<file path="src/rtl/bsd_pkg.sv">
// shared types and constants of the byte-stuffing deframer
package bsd_pkg;

    // upper bound on the payload limit, applied over the max_payload register
    localparam logic [8:0] PAYLOAD_CAP = 9'd256;

    // status codes
    localparam logic [1:0] ST_OK       = 2'd0;
    localparam logic [1:0] ST_INVALID  = 2'd1;
    localparam logic [1:0] ST_CAPACITY = 2'd2;

    // register indexes (byte address / 4)
    localparam logic [2:0] REG_DELIM    = 3'd0;
    localparam logic [2:0] REG_ESCAPE   = 3'd1;
    localparam logic [2:0] REG_MASK     = 3'd2;
    localparam logic [2:0] REG_MAX_PAY  = 3'd3;
    localparam logic [2:0] REG_CAPACITY = 3'd4;

    // result queue between front and back
    localparam int unsigned QUEUE_AW = 2;

    // tdata width of the result channel: data, status, length, padded to bytes
    localparam int unsigned OUT_TDATA_W = 24;

    typedef struct packed {
        logic [7:0] delim;
        logic [7:0] escape;
        logic [7:0] mask;
        logic [8:0] max_payload;
        logic [8:0] out_capacity;
    } t_cfg;

    typedef struct packed {
        logic       is_status;
        logic [7:0] data;
        logic [1:0] status;
        logic [8:0] length;
    } t_tok;

endpackage

</file>
<file path="src/rtl/bsd_front.sv">
// front end: frame tracking, unescaping and result generation per input byte
module bsd_front (
    input  logic          i_clk,
    input  logic          i_rst_n,
    input  bsd_pkg::t_cfg i_cfg,
    input  logic          i_valid,
    output logic          o_ready,
    input  logic [7:0]    i_byte,
    input  logic          i_last,
    input  logic          i_full,
    output logic          o_push,
    output bsd_pkg::t_tok o_tok
);
    import bsd_pkg::*;

    // byte position codes
    localparam logic [1:0] POS_FIRST  = 2'd0;
    localparam logic [1:0] POS_SECOND = 2'd1;
    localparam logic [1:0] POS_BODY   = 2'd2;

    logic [1:0] r_pos;
    logic [1:0] n_pos;
    logic       r_esc;
    logic       n_esc;
    logic [1:0] r_err;
    logic [1:0] n_err;
    logic [8:0] r_cnt;
    logic [8:0] n_cnt;

    logic       acc;
    logic [8:0] limit;
    logic [7:0] unesc;
    logic       take;
    logic [7:0] take_val;

    assign o_ready = !i_full;
    assign acc     = i_valid && !i_full;
    assign limit   = (i_cfg.max_payload < PAYLOAD_CAP) ? i_cfg.max_payload : PAYLOAD_CAP;
    assign unesc   = i_byte ^ i_cfg.mask;

    // per-byte decision
    always_comb begin
        n_pos    = r_pos;
        n_esc    = r_esc;
        n_err    = r_err;
        n_cnt    = r_cnt;
        o_push   = 1'b0;
        o_tok    = '0;
        take     = 1'b0;
        take_val = i_byte;
        if (acc) begin
            if (i_last) begin
                // closing byte: one status transfer, then start over
                o_push          = 1'b1;
                o_tok.is_status = 1'b1;
                if (r_pos != POS_BODY || i_byte != i_cfg.delim) begin
                    o_tok.status = ST_INVALID;
                end else if (r_err != ST_OK) begin
                    o_tok.status = r_err;
                end else if (r_esc || r_cnt == 9'd0) begin
                    o_tok.status = ST_INVALID;
                end else begin
                    o_tok.status = ST_OK;
                    o_tok.length = r_cnt;
                end
                n_pos = POS_FIRST;
                n_esc = 1'b0;
                n_err = ST_OK;
                n_cnt = 9'd0;
            end else if (r_pos == POS_FIRST) begin
                if (i_byte != i_cfg.delim) begin
                    n_err = ST_INVALID;
                end
                n_pos = POS_SECOND;
            end else begin
                n_pos = POS_BODY;
                if (r_err == ST_OK) begin
                    if (r_esc) begin
                        n_esc = 1'b0;
                        if (unesc != i_cfg.delim && unesc != i_cfg.escape) begin
                            n_err = ST_INVALID;
                        end else begin
                            take     = 1'b1;
                            take_val = unesc;
                        end
                    end else if (i_byte == i_cfg.delim) begin
                        n_err = ST_INVALID;
                    end else if (i_byte == i_cfg.escape) begin
                        n_esc = 1'b1;
                    end else begin
                        take = 1'b1;
                    end
                end
            end
        end

        // decoded byte: limit first, then receiver capacity
        if (take) begin
            if (r_cnt >= limit) begin
                n_err = ST_INVALID;
            end else if (r_cnt >= i_cfg.out_capacity) begin
                n_err = ST_CAPACITY;
            end else begin
                n_cnt      = r_cnt + 9'd1;
                o_push     = 1'b1;
                o_tok.data = take_val;
            end
        end
    end

    // frame state
    always_ff @(posedge i_clk) begin
        if (!i_rst_n) begin
            r_pos <= POS_FIRST;
            r_esc <= 1'b0;
            r_err <= ST_OK;
            r_cnt <= 9'd0;
        end else begin
            r_pos <= n_pos;
            r_esc <= n_esc;
            r_err <= n_err;
            r_cnt <= n_cnt;
        end
    end

`ifndef ASSERT_OFF
    a_cnt_bound: assert property (@(posedge i_clk) disable iff (!i_rst_n)
        r_cnt <= PAYLOAD_CAP)
        else $error("decoded count above payload cap");

    a_esc_no_err: assert property (@(posedge i_clk) disable iff (!i_rst_n)
        r_esc |-> (r_err == ST_OK))
        else $error("escape pending while an error is recorded");

    a_last_clears: assert property (@(posedge i_clk) disable iff (!i_rst_n)
        (acc && i_last) |=> (r_pos == POS_FIRST && r_cnt == 9'd0 && !r_esc))
        else $error("frame state not cleared after closing byte");
`endif

endmodule

</file>
<file path="src/rtl/bsd_queue.sv">
// small result queue decoupling the front end from the output stage
module bsd_queue (
    input  logic          i_clk,
    input  logic          i_rst_n,
    input  logic          i_push,
    input  bsd_pkg::t_tok i_tok,
    output logic          o_full,
    input  logic          i_pop,
    output logic          o_empty,
    output bsd_pkg::t_tok o_tok
);
    import bsd_pkg::*;

    t_tok                r_mem [2**QUEUE_AW];
    logic [QUEUE_AW-1:0] r_wptr;
    logic [QUEUE_AW-1:0] r_rptr;
    logic [QUEUE_AW:0]   r_count;
    logic [QUEUE_AW:0]   n_count;

    // count never exceeds the depth, so the top bit alone marks full
    assign o_full  = r_count[QUEUE_AW];
    assign o_empty = (r_count == '0);
    assign o_tok   = r_mem[r_rptr];

    always_comb begin
        n_count = r_count;
        if (i_push && !i_pop) begin
            n_count = r_count + 1'b1;
        end else if (!i_push && i_pop) begin
            n_count = r_count - 1'b1;
        end
    end

    // storage
    always_ff @(posedge i_clk) begin
        if (i_push) begin
            r_mem[r_wptr] <= i_tok;
        end
    end

    // pointers and fill count
    always_ff @(posedge i_clk) begin
        if (!i_rst_n) begin
            r_wptr  <= '0;
            r_rptr  <= '0;
            r_count <= '0;
        end else begin
            if (i_push) begin
                r_wptr <= r_wptr + 1'b1;
            end
            if (i_pop) begin
                r_rptr <= r_rptr + 1'b1;
            end
            r_count <= n_count;
        end
    end

`ifndef ASSERT_OFF
    a_no_overflow: assert property (@(posedge i_clk) disable iff (!i_rst_n)
        o_full |-> !i_push || i_pop)
        else $error("push into full result queue");

    a_no_underflow: assert property (@(posedge i_clk) disable iff (!i_rst_n)
        o_empty |-> !i_pop)
        else $error("pop from empty result queue");

    a_ptr_track: assert property (@(posedge i_clk) disable iff (!i_rst_n)
        (r_wptr - r_rptr) == r_count[QUEUE_AW-1:0])
        else $error("queue pointers disagree with fill count");
`endif

endmodule

</file>
<file path="src/rtl/bsd_back.sv">
// back end: output register that packs queued results onto the result channel
module bsd_back (
    input  logic                              i_clk,
    input  logic                              i_rst_n,
    input  logic                              i_empty,
    input  bsd_pkg::t_tok                     i_tok,
    output logic                              o_pop,
    output logic                              o_tvalid,
    input  logic                              i_tready,
    output logic [bsd_pkg::OUT_TDATA_W-1:0]   o_tdata,
    output logic                              o_tuser
);
    import bsd_pkg::*;

    logic                   r_valid;
    logic                   n_valid;
    logic [OUT_TDATA_W-1:0] r_tdata;
    logic                   r_tuser;

    // load whenever the register is free or its transfer completes
    assign o_pop   = !i_empty && (!r_valid || i_tready);
    assign n_valid = o_pop || (r_valid && !i_tready);

    always_ff @(posedge i_clk) begin
        if (!i_rst_n) begin
            r_valid <= 1'b0;
        end else begin
            r_valid <= n_valid;
        end
    end

    // payload packing: data, status, length from bit 0 up
    always_ff @(posedge i_clk) begin
        if (o_pop) begin
            r_tdata <= {5'd0, i_tok.length, i_tok.status, i_tok.data};
            r_tuser <= i_tok.is_status;
        end
    end

    assign o_tvalid = r_valid;
    assign o_tdata  = r_tdata;
    assign o_tuser  = r_tuser;

`ifndef ASSERT_OFF
    a_load_when_free: assert property (@(posedge i_clk) disable iff (!i_rst_n)
        (r_valid && !i_tready) |-> !o_pop)
        else $error("output register overwritten while stalled");

    a_pop_shows: assert property (@(posedge i_clk) disable iff (!i_rst_n)
        o_pop |=> r_valid)
        else $error("popped result not presented");

    a_data_zero_on_status: assert property (@(posedge i_clk) disable iff (!i_rst_n)
        (r_valid && r_tuser) |-> (r_tdata[7:0] == 8'd0))
        else $error("status transfer carries data byte");
`endif

endmodule

</file>
<file path="src/rtl/byte_stuffing_deframer.sv">
// top level of the byte-stuffing deframer: register file, front, queue, back
//
// channel   dir  handshake           payload
// i_s_*     in   tvalid/tready       tdata[7:0] frame_byte, tlast frame_last
// o_m_*     out  tvalid/tready       tdata data_byte/status/length, tuser is_status
// apb       in   psel/penable/pwrite regs at 0x00..0x10, pready tied high
//
// one byte per cycle unless the queue is full; frame state updates at the accepting edge
// a result passes through the result queue and the output register to raise o_m_tvalid
// a four-entry result queue absorbs output stalls; input stalls only when it fills
// synchronous reset restores register defaults, clears frame state, queue and output valid
module byte_stuffing_deframer (
    input  logic        i_clk,
    input  logic        i_rst_n,
    // input byte stream
    input  logic        i_s_tvalid,
    output logic        o_s_tready,
    input  logic [7:0]  i_s_tdata,   // [7:0] frame_byte
    input  logic        i_s_tlast,
    // result stream
    output logic        o_m_tvalid,
    input  logic        i_m_tready,
    output logic [23:0] o_m_tdata,   // [7:0] data_byte, [9:8] status, [18:10] decoded_len
    output logic        o_m_tuser,   // [0] is_status
    // configuration
    input  logic        psel,
    input  logic        penable,
    input  logic        pwrite,
    input  logic [4:0]  paddr,
    input  logic [31:0] pwdata,
    output logic [31:0] prdata,
    output logic        pready
);
    import bsd_pkg::*;

    t_cfg       r_cfg;
    logic       cfg_wr;
    logic [2:0] reg_idx;

    logic       push;
    t_tok       push_tok;
    logic       full;
    logic       pop;
    logic       empty;
    t_tok       head_tok;

    assign pready  = 1'b1;
    assign reg_idx = paddr[4:2];
    assign cfg_wr  = psel && penable && pwrite;

    // register writes
    always_ff @(posedge i_clk) begin
        if (!i_rst_n) begin
            r_cfg.delim        <= 8'd126;
            r_cfg.escape       <= 8'd125;
            r_cfg.mask         <= 8'd32;
            r_cfg.max_payload  <= 9'd256;
            r_cfg.out_capacity <= 9'd256;
        end else if (cfg_wr) begin
            case (reg_idx)
                REG_DELIM:    r_cfg.delim        <= pwdata[7:0];
                REG_ESCAPE:   r_cfg.escape       <= pwdata[7:0];
                REG_MASK:     r_cfg.mask         <= pwdata[7:0];
                REG_MAX_PAY:  r_cfg.max_payload  <= pwdata[8:0];
                REG_CAPACITY: r_cfg.out_capacity <= pwdata[8:0];
                default: begin
                end
            endcase
        end
    end

    // register reads
    always_comb begin
        case (reg_idx)
            REG_DELIM:    prdata = {24'd0, r_cfg.delim};
            REG_ESCAPE:   prdata = {24'd0, r_cfg.escape};
            REG_MASK:     prdata = {24'd0, r_cfg.mask};
            REG_MAX_PAY:  prdata = {23'd0, r_cfg.max_payload};
            REG_CAPACITY: prdata = {23'd0, r_cfg.out_capacity};
            default:      prdata = 32'd0;
        endcase
    end

    bsd_front u_front (
        .i_clk   (i_clk),
        .i_rst_n (i_rst_n),
        .i_cfg   (r_cfg),
        .i_valid (i_s_tvalid),
        .o_ready (o_s_tready),
        .i_byte  (i_s_tdata),
        .i_last  (i_s_tlast),
        .i_full  (full),
        .o_push  (push),
        .o_tok   (push_tok)
    );

    bsd_queue u_queue (
        .i_clk   (i_clk),
        .i_rst_n (i_rst_n),
        .i_push  (push),
        .i_tok   (push_tok),
        .o_full  (full),
        .i_pop   (pop),
        .o_empty (empty),
        .o_tok   (head_tok)
    );

    bsd_back u_back (
        .i_clk    (i_clk),
        .i_rst_n  (i_rst_n),
        .i_empty  (empty),
        .i_tok    (head_tok),
        .o_pop    (pop),
        .o_tvalid (o_m_tvalid),
        .i_tready (i_m_tready),
        .o_tdata  (o_m_tdata),
        .o_tuser  (o_m_tuser)
    );

endmodule

</file>
<file path="config.mk">
export PLATFORM = sky130hd
export DESIGN_NAME = byte_stuffing_deframer
export DESIGN_NICKNAME = d
export VERILOG_FILES = /design/src/rtl/bsd_pkg.sv /design/src/rtl/bsd_front.sv /design/src/rtl/bsd_queue.sv /design/src/rtl/bsd_back.sv /design/src/rtl/byte_stuffing_deframer.sv
export SDC_FILE = /design/constraint.sdc
export NUM_CORES = 1
export LEC_CHECK = 0
export BUFFER_PORTS_ARGS = -buffer_cell sky130_fd_sc_hd__buf_2
export CORE_MARGIN = 2
export CORE_UTILIZATION = 55
export CTS_BUF_LIST = sky130_fd_sc_hd__clkbuf_8
export DETAILED_ROUTE_END_ITERATION = 6
export GPL_TIMING_DRIVEN = 0
export PLACE_DENSITY = 0.75
export SYNTH_ARGS = -nofsm -noshare
export SYNTH_HDL_FRONTEND = slang
export SYNTH_SLANG_ARGS = --single-unit
</file>
<file path="constraint.sdc">
create_clock -name i_clk -period 3.7 [get_ports i_clk]
set_input_delay 0.555 -clock i_clk [delete_from_list [all_inputs] [get_ports i_clk]]
set_output_delay 0.555 -clock i_clk [all_outputs]
set_load 0.005 [all_outputs]
</file>
### After elaboration in Yosys (flattened, before gate mapping)

Memory sizes are Yosys's and may differ from the RTL's. A register that Yosys moved wholly into a read port is not among the register bits.
Index checks and enable logic that the tools add are counted.

| operators by class | value |
|---|---|
| $lt $le $gt $ge | 3 |
| mux-type cells | 60 |
| reductions and logical operators | 32 |
| equal/unequal tests | 11 |
| add/subtract/negate cells | 5 |
| bitwise logic cells | 1 |

Operators by type and width:

| operator | number |
|---|---|
| $mux W9 | 9 |
| $mux W8 | 9 |
| $pmux W9 S5 | 1 |
| $mux W2 | 15 |
| $ne A8 B8 Y1 | 3 |
| $mux W1 | 22 |
| $mux W11 | 2 |
| $ge A9 B9 Y1 | 2 |
| $eq A8 B8 Y1 | 2 |
| $reduce_and A2 Y1 | 5 |
| $add A9 B1 Y9 const B | 1 |
| $logic_not A9 Y1 | 1 |
| $lt A9 B9 Y1 const B | 1 |
| $logic_and A1 B1 Y1 | 8 |
| $xor A8 B8 Y8 | 1 |
| $eq A3 B2 Y1 const B | 2 |
| $logic_not A1 Y1 | 6 |
| $logic_not A3 Y1 | 2 |
| $mux W3 | 2 |
| $reduce_bool A2 Y1 | 3 |
| $add A2 B1 Y2 const B | 2 |
| $logic_not A2 Y1 | 2 |
| $logic_or A1 B1 Y1 | 4 |
| $ne A2 B2 Y1 const B | 2 |
| other kinds (5) | 5 |

| storage, ports and cells | value |
|---|---|
| output and inout port bits | 60 |
| bits of input ports | 53 |
| register bits | 64 |
| bits in writable memories | 80 |
| memories | 1 |
| word-level logic and storage cells | 126 |

Memory list:

| name | words | bits a word | read ports | clocked after memory_dff | wr ports | RTL line | text |
|---|---|---|---|---|---|---|---|
| u_queue.r_mem | 4 | 20 | 1 | 1 | 1 | bsd_queue.sv:14 | `t_tok r_mem [2**QUEUE_AW];` |

### Longest topological paths before layout

| depth | value |
|---|---|
| word-level depth | 14 |
| depth in mapped cells | 16 |
| mapped depth without buffers | 15 |

### Modules after synthesis

A second synthesis with hierarchy kept.

| unflattened totals | value |
|---|---|
| cells, all modules | 677 |
| area total of the unflattened synthesis | 8473.1 µm² |

By module, submodules not included:

| module | times used | cells an instance | sequential area each (µm²) | area an instance (µm²) |
|---|---|---|---|---|
| bsd_queue | 1 | 146 | 2582.5 | 3323.2 |
| bsd_front | 1 | 268 | 280.3 | 2268.4 |
| byte_stuffing_deframer | 1 | 233 | 840.8 | 2195.9 |
| bsd_back | 1 | 30 | 620.6 | 685.7 |

### Worst setup path after synthesis

Ideal clock, no wire load.

| timing | value |
|---|---|
| kind | input -> register |
| from | input port i_s_tdata[0] |
| to | register u_queue.r_count[2] |
| library setup time | 0.070 ns |
| path buffers | 2 |
| setup slack | 0.372 ns |
| stages | 14 |
| required time | 3.630 ns |
| arrival | 3.257 ns |
| cells stage by stage | clkbuf_1 -> xnor2_1 -> nand4_1 -> or4_1 -> o2111a_1 -> a31oi_2 -> buf_2 -> inv_1 -> ha_1 -> inv_1 -> fa_1 -> xor2_1 -> or3_1 -> a21oi_1 |

| between the ends | value |
|---|---|
| longest elaborated chain between the ends | 13 |
| elaborated cells on any way between the ends | 20 |
| classes of those cells | 4 x eq/ne; 10 x mux; 1 x bitwise; 5 x reduce/logical |

RTL lines:

| what | RTL line | text |
|---|---|---|
| from (decl) | byte_stuffing_deframer.sv:18 | `input logic [7:0] i_s_tdata,` |
| $xor A8 B8 Y8 | bsd_front.sv:39 | `assign unesc = i_byte ^ i_cfg.mask;` |
| $ne A8 B8 Y1 | bsd_front.sv:80 | `if (unesc != i_cfg.delim && unesc != i_cfg.escape) begin` |
| $logic_and A1 B1 Y1 | bsd_front.sv:80 |  |
| $mux W1 | bsd_front.sv:80 |  |
| $mux W1 (*) | bsd_front.sv:78 | `if (r_esc) begin` |
| $mux W1 (*) | bsd_front.sv:77 | `if (r_err == ST_OK) begin` |
| $mux W1 (*) | bsd_front.sv:70 | `end else if (r_pos == POS_FIRST) begin` |
| $mux W1 (*) | bsd_front.sv:52 | `if (i_last) begin` |
| $mux W1 (*) | bsd_front.sv:51 | `if (acc) begin` |
| $mux W1 (*) | bsd_front.sv:98 | `if (take) begin` |
| via push | byte_stuffing_deframer.sv:40 | `logic push;` |
| $logic_not A1 Y1 | bsd_queue.sv:29 | `end else if (!i_push && i_pop) begin` |
| $logic_and A1 B1 Y1 | bsd_queue.sv:29 |  |
| $reduce_bool A2 Y1 (no line) | -- |  |
| to (signal assigned) | bsd_queue.sv:54 | `r_count <= n_count;` |
| to (decl) | bsd_queue.sv:17 | `logic [QUEUE_AW:0] r_count;` |

The timed path passes the listed nets; every way through them passes the cells marked *.
A chain may end at the register's enable or synchronous reset.

### Final worst setup path

| timing | value |
|---|---|
| from | register r_cfg[17] in the netlist's numbering |
| to | register u_queue.r_count[2] |

| between the ends | value |
|---|---|
| longest elaborated chain between the ends | 8 |
| elaborated cells on any way between the ends | 10 |
| classes of those cells | 2 x order compare; 4 x mux; 4 x reduce/logical |

RTL lines:

| what | RTL line | text |
|---|---|---|
| from (decl) | byte_stuffing_deframer.sv:36 | `t_cfg r_cfg;` |
| $lt A9 B9 Y1 | bsd_front.sv:38 | `assign limit = (i_cfg.max_payload < PAYLOAD_CAP) ? i_cfg.max_payload : PAYLOAD_CAP;` |
| $mux W9 (*) | bsd_front.sv:38 |  |
| $ge A9 B9 Y1 (*) | bsd_front.sv:99 | `if (r_cnt >= limit) begin` |
| $mux W1 (*) | bsd_front.sv:99 |  |
| $mux W1 (*) | bsd_front.sv:98 |  |
| via push | byte_stuffing_deframer.sv:40 |  |
| $logic_not A1 Y1 | bsd_queue.sv:29 |  |
| $logic_and A1 B1 Y1 | bsd_queue.sv:29 |  |
| $reduce_bool A2 Y1 (no line) | -- |  |

Marked as above.

==> metrics.md <==
| Metric | Value |
|---|---|
| Fin util | `63.3%` |
| Crit path cell chain | `clkinvlp_2 -> buf_4 -> ha_1 -> a21oi_1 -> o21a_1 -> a31oi_4 -> clkbuf_4 -> inv_1 -> ha_1 -> inv_1 -> fa_1 -> xor2_1 -> or3_1 -> a21oi_1` |
| WP data arrival | `between 3000 and 4000 ps` |
| Synth top area share | `approximately 37%` |
| Status | `complete, no violations` |
| Vias after detailed routing | `5385` |
| Final number of hold-violating endpoints | `0` |
| Syn. warnings | `0` |
| Fin worst setup slack | `approximately 250 ps` |
| Number of synthesized register bits | `roughly 160` |
| Pre-CTS setup slack | `-273 ps` |
| Clock root buffer master | `clkbuf_8` |
| RSZ-0062 raised after global routing | `no` |
| Mean routed wirelength per cell | `between 15 and 20 um` |
| CTS tree | `done` |
| Maxcap violations | `0` |
| Syn Area/Cell | `12.0 sq um` |
| H-tree levels | `4` |
| Synth Flop Type | `edfxtp_1` |
| Initial antenna violation count | `0` |
| Post-route ant nets | `0` |
| Initial core utilization | `between 50% and 60%` |
| Worst Clk Skew | `approximately 13 ps` |
| Largest net degree at the start of global routing | `18` |
| Worst hold path class | `in -> reg` |
| Die height | `125 um` |
| Area Growth Syn to Fin | `13.6%` |
| # rows | `44` |
| First-pass GRT wire length | `27.2 mm` |
| Endpoint class of the critical path | `register` |
| Commonest cells post-synth | `edfxtp_1, nand2_1, dfxtp_1` |
| Leakage | `3.56 nW` |
| CP Class | `reg -> reg` |
| Syn Inst Count | `669` |
| IO Count | `about 110` |
| Routed wire length | `between 15 and 20 mm` |
| Slew @ Worst Pin | `~960 ps` |
| Gr usage total | `between 20 and 25%` |
| Final Critical Period | `between 3000 and 4000 ps` |
| Buf/Inv on CP | `5` |
| Sequential area share after synthesis | `approximately 53%` |
| Layout cell share with drive strength beyond 1 | `roughly a fifth` |
| Count leader, synth | `edfxtp_1` |
| Gr ovfl total | `0` |
| Worst path max stage delay | `between 400 and 500 ps` |
| Max stage delay cell, worst path | `fa_1` |
| Crit path max fanout | `10` |
| Final HPWL DP | `roughly 12 mm` |
| Core ar. | `approximately 0.014 sq mm` |
| DRC viols | `0` |
| Via-to-Cell Ratio | `5.56` |
| # nets final | `850` |
| Setup Viol. Count Final | `0` |
| Pre-Repair DR Iteration Count | `5` |
| Maximum clock rate | `between 200 and 300 MHz` |
| Worst skew pair latency | `460 ps` |
| Final period util | `approximately 93%` |
| # clock sinks | `~160` |
| Startpoint types | `register` |
| Power Dens Cells | `about 480 mW/mm^2` |
| Vias in the first global route | `roughly 5.4k` |
| Synth top area cells | `edfxtp_1, dfxtp_1, mux4_2` |
| Setup TNS | `0 ps` |
| Die ar. | `roughly 0.016 sq mm` |
| Drt first-iter violations | `between 300 and 400` |
| Die W | `around 120 um` |
| Relative slew slack | `a little over a third` |
| Clock transition at path regs | `roughly 90 ps` |
| Final GP Congestion | `around 0.93` |
| Fin Hold WS | `roughly 340 ps` |
| Netlist Area Pre-Place | `0.00804 sq mm` |
| CP top delay family | `adder cells` |
| Yosys top cell by area | `edfxtp_1` |
| TritonCTS Buffers | `17` |
| Worst vdd ir | `~0.22 mV` |
| Synth async-reset ratio | `0%` |
| Post-synth EDFFs | `100` |
| Port Buffers | `48` |
| Fin. max-slew vios | `0` |
| Library cells used by synthesis | `between 50 and 60` |
| Deepest clock path buffer count | `2` |
| Critical path required time | `slightly above 4000 ps` |
| ANT cells | `0` |
==> cell type report <==
cell class / instances / area (sq um)
Buffer: 64 / 362
Clock buffer: 17 / 234
Clock inverter: 15 / 151
Fill cell: 1133 / 5290
Inverter: 23 / 90.1
Multi-Input combinational cell: 445 / 3440
Sequential cell: 164 / 4290
Tap cell: 184 / 230
Timing Repair Buffer: 55 / 330
Timing Repair inverter: 1 / 5.00
==> path summary, 6_finish.rpt <==
| path | start | to | slack, ps | cells after the start |
|---|---|---|---|---|
| min reg2reg | u_back.o_tvalid | u_back.o_tvalid | 490 | 2 |
| max reg2reg | r_cfg[17] | u_queue.r_count[2] | 250 | 14 |
| min | pwdata[8] | r_cfg[8] | 340 | 3 |
| max | r_cfg[17] | u_queue.r_count[2] | 250 | 14 |
==> cell usage in the layout, fill, tap and decap left out, drive strengths merged, types with 2 or more instances in the layout <==
cell type,instances
dfxtp,64
nor3,5
a22oi,7
a21oi,24
conb,29
nand3b,6
ha,25
or3,7
buf,92
nor2,61
a211oi,2
nor4b,3
edfxtp,100
o21a,2
inv,26
xnor2,9
nand4,7
xor2,20
clkinvlp,4
and3,3
nand2b,2
o22ai,10
o21bai,2
nand2,65
mux2i,43
clkinv,8
clkbuf,44
xnor3,16
nand3,20
a31oi,10
nor2b,9
mux4,20
and2,9
o21ai,12
nor4,4
==> registers in the layout, indices dropped and copies added, names as in the netlist, 2 cells and up <==
name,count
u_queue.r_rptr,2
u_queue.r_count,3
u_back.o_tdata,19
u_queue.r_mem,80
u_front.r_err,2
u_front.r_cnt,9
r_cfg,42
u_queue.r_wptr,2
u_front.r_pos,2
==> layer usage <==
layer,part of all wire [%],GRT usage [%]
met1,44,29.6
met3,4.4,3.57
met5,0,0
met2,49,36.6
met4,2.6,9.35
==> kinds of logic after synthesis <==
logic type      Yosys count  share of synthesized area (%)
compound gates           78                           6.35
xor+xnor                 45                           7.64
fa+ha+maj                26                           4.14
buf+inv                  87                           5.54
flops                   164                           53.3
mux                      63                           11.0
other cells               2                         0.0934
simple gates            204                           12.0
==> metrics by stage <==
step | total power, mW | instances | area, sq um
after floorplan | 2.87 | 696 | 8140
after global placement | 3.13 | 928 | 8610
after detailed placement | 3.19 | 933 | 8700
after CTS | 4.42 | 965 | 9080
after global routing | 4.60 | 968 | 9130
final | 4.39 | 968 | 9130
==> power by group <==
| part | total (mW) | leakage (nW) | switching [mW] | internal, mW |
|---|---|---|---|---|
| Sequential | 2.27 | 1.47 | 0.0716 | 2.20 |
| Clock | 1.25 | 0.193 | 0.695 | 0.550 |
| Combinational | 0.872 | 1.90 | 0.452 | 0.420 |
==> repair_timing <==
action	in CTS	in global routing
setup endpoints to repair	0	2
setup buffers	0	2
gates resized for setup	0	7
endpoints found under the hold margin	0	0
hold buffers	0	0
==> worst reg2reg max path, stage by stage, from the launching register on <==
cell,delay (ps)
dfxtp_2,410
clkinvlp_2,220
buf_4,190
ha_1,350
a21oi_1,170
o21a_1,220
a31oi_4,180
clkbuf_4,240
inv_1,70
ha_1,180
inv_1,70
fa_1,440
xor2_1,180
or3_1,310
a21oi_1,150
No activity file was read; power rests on OpenSTA's default activity.
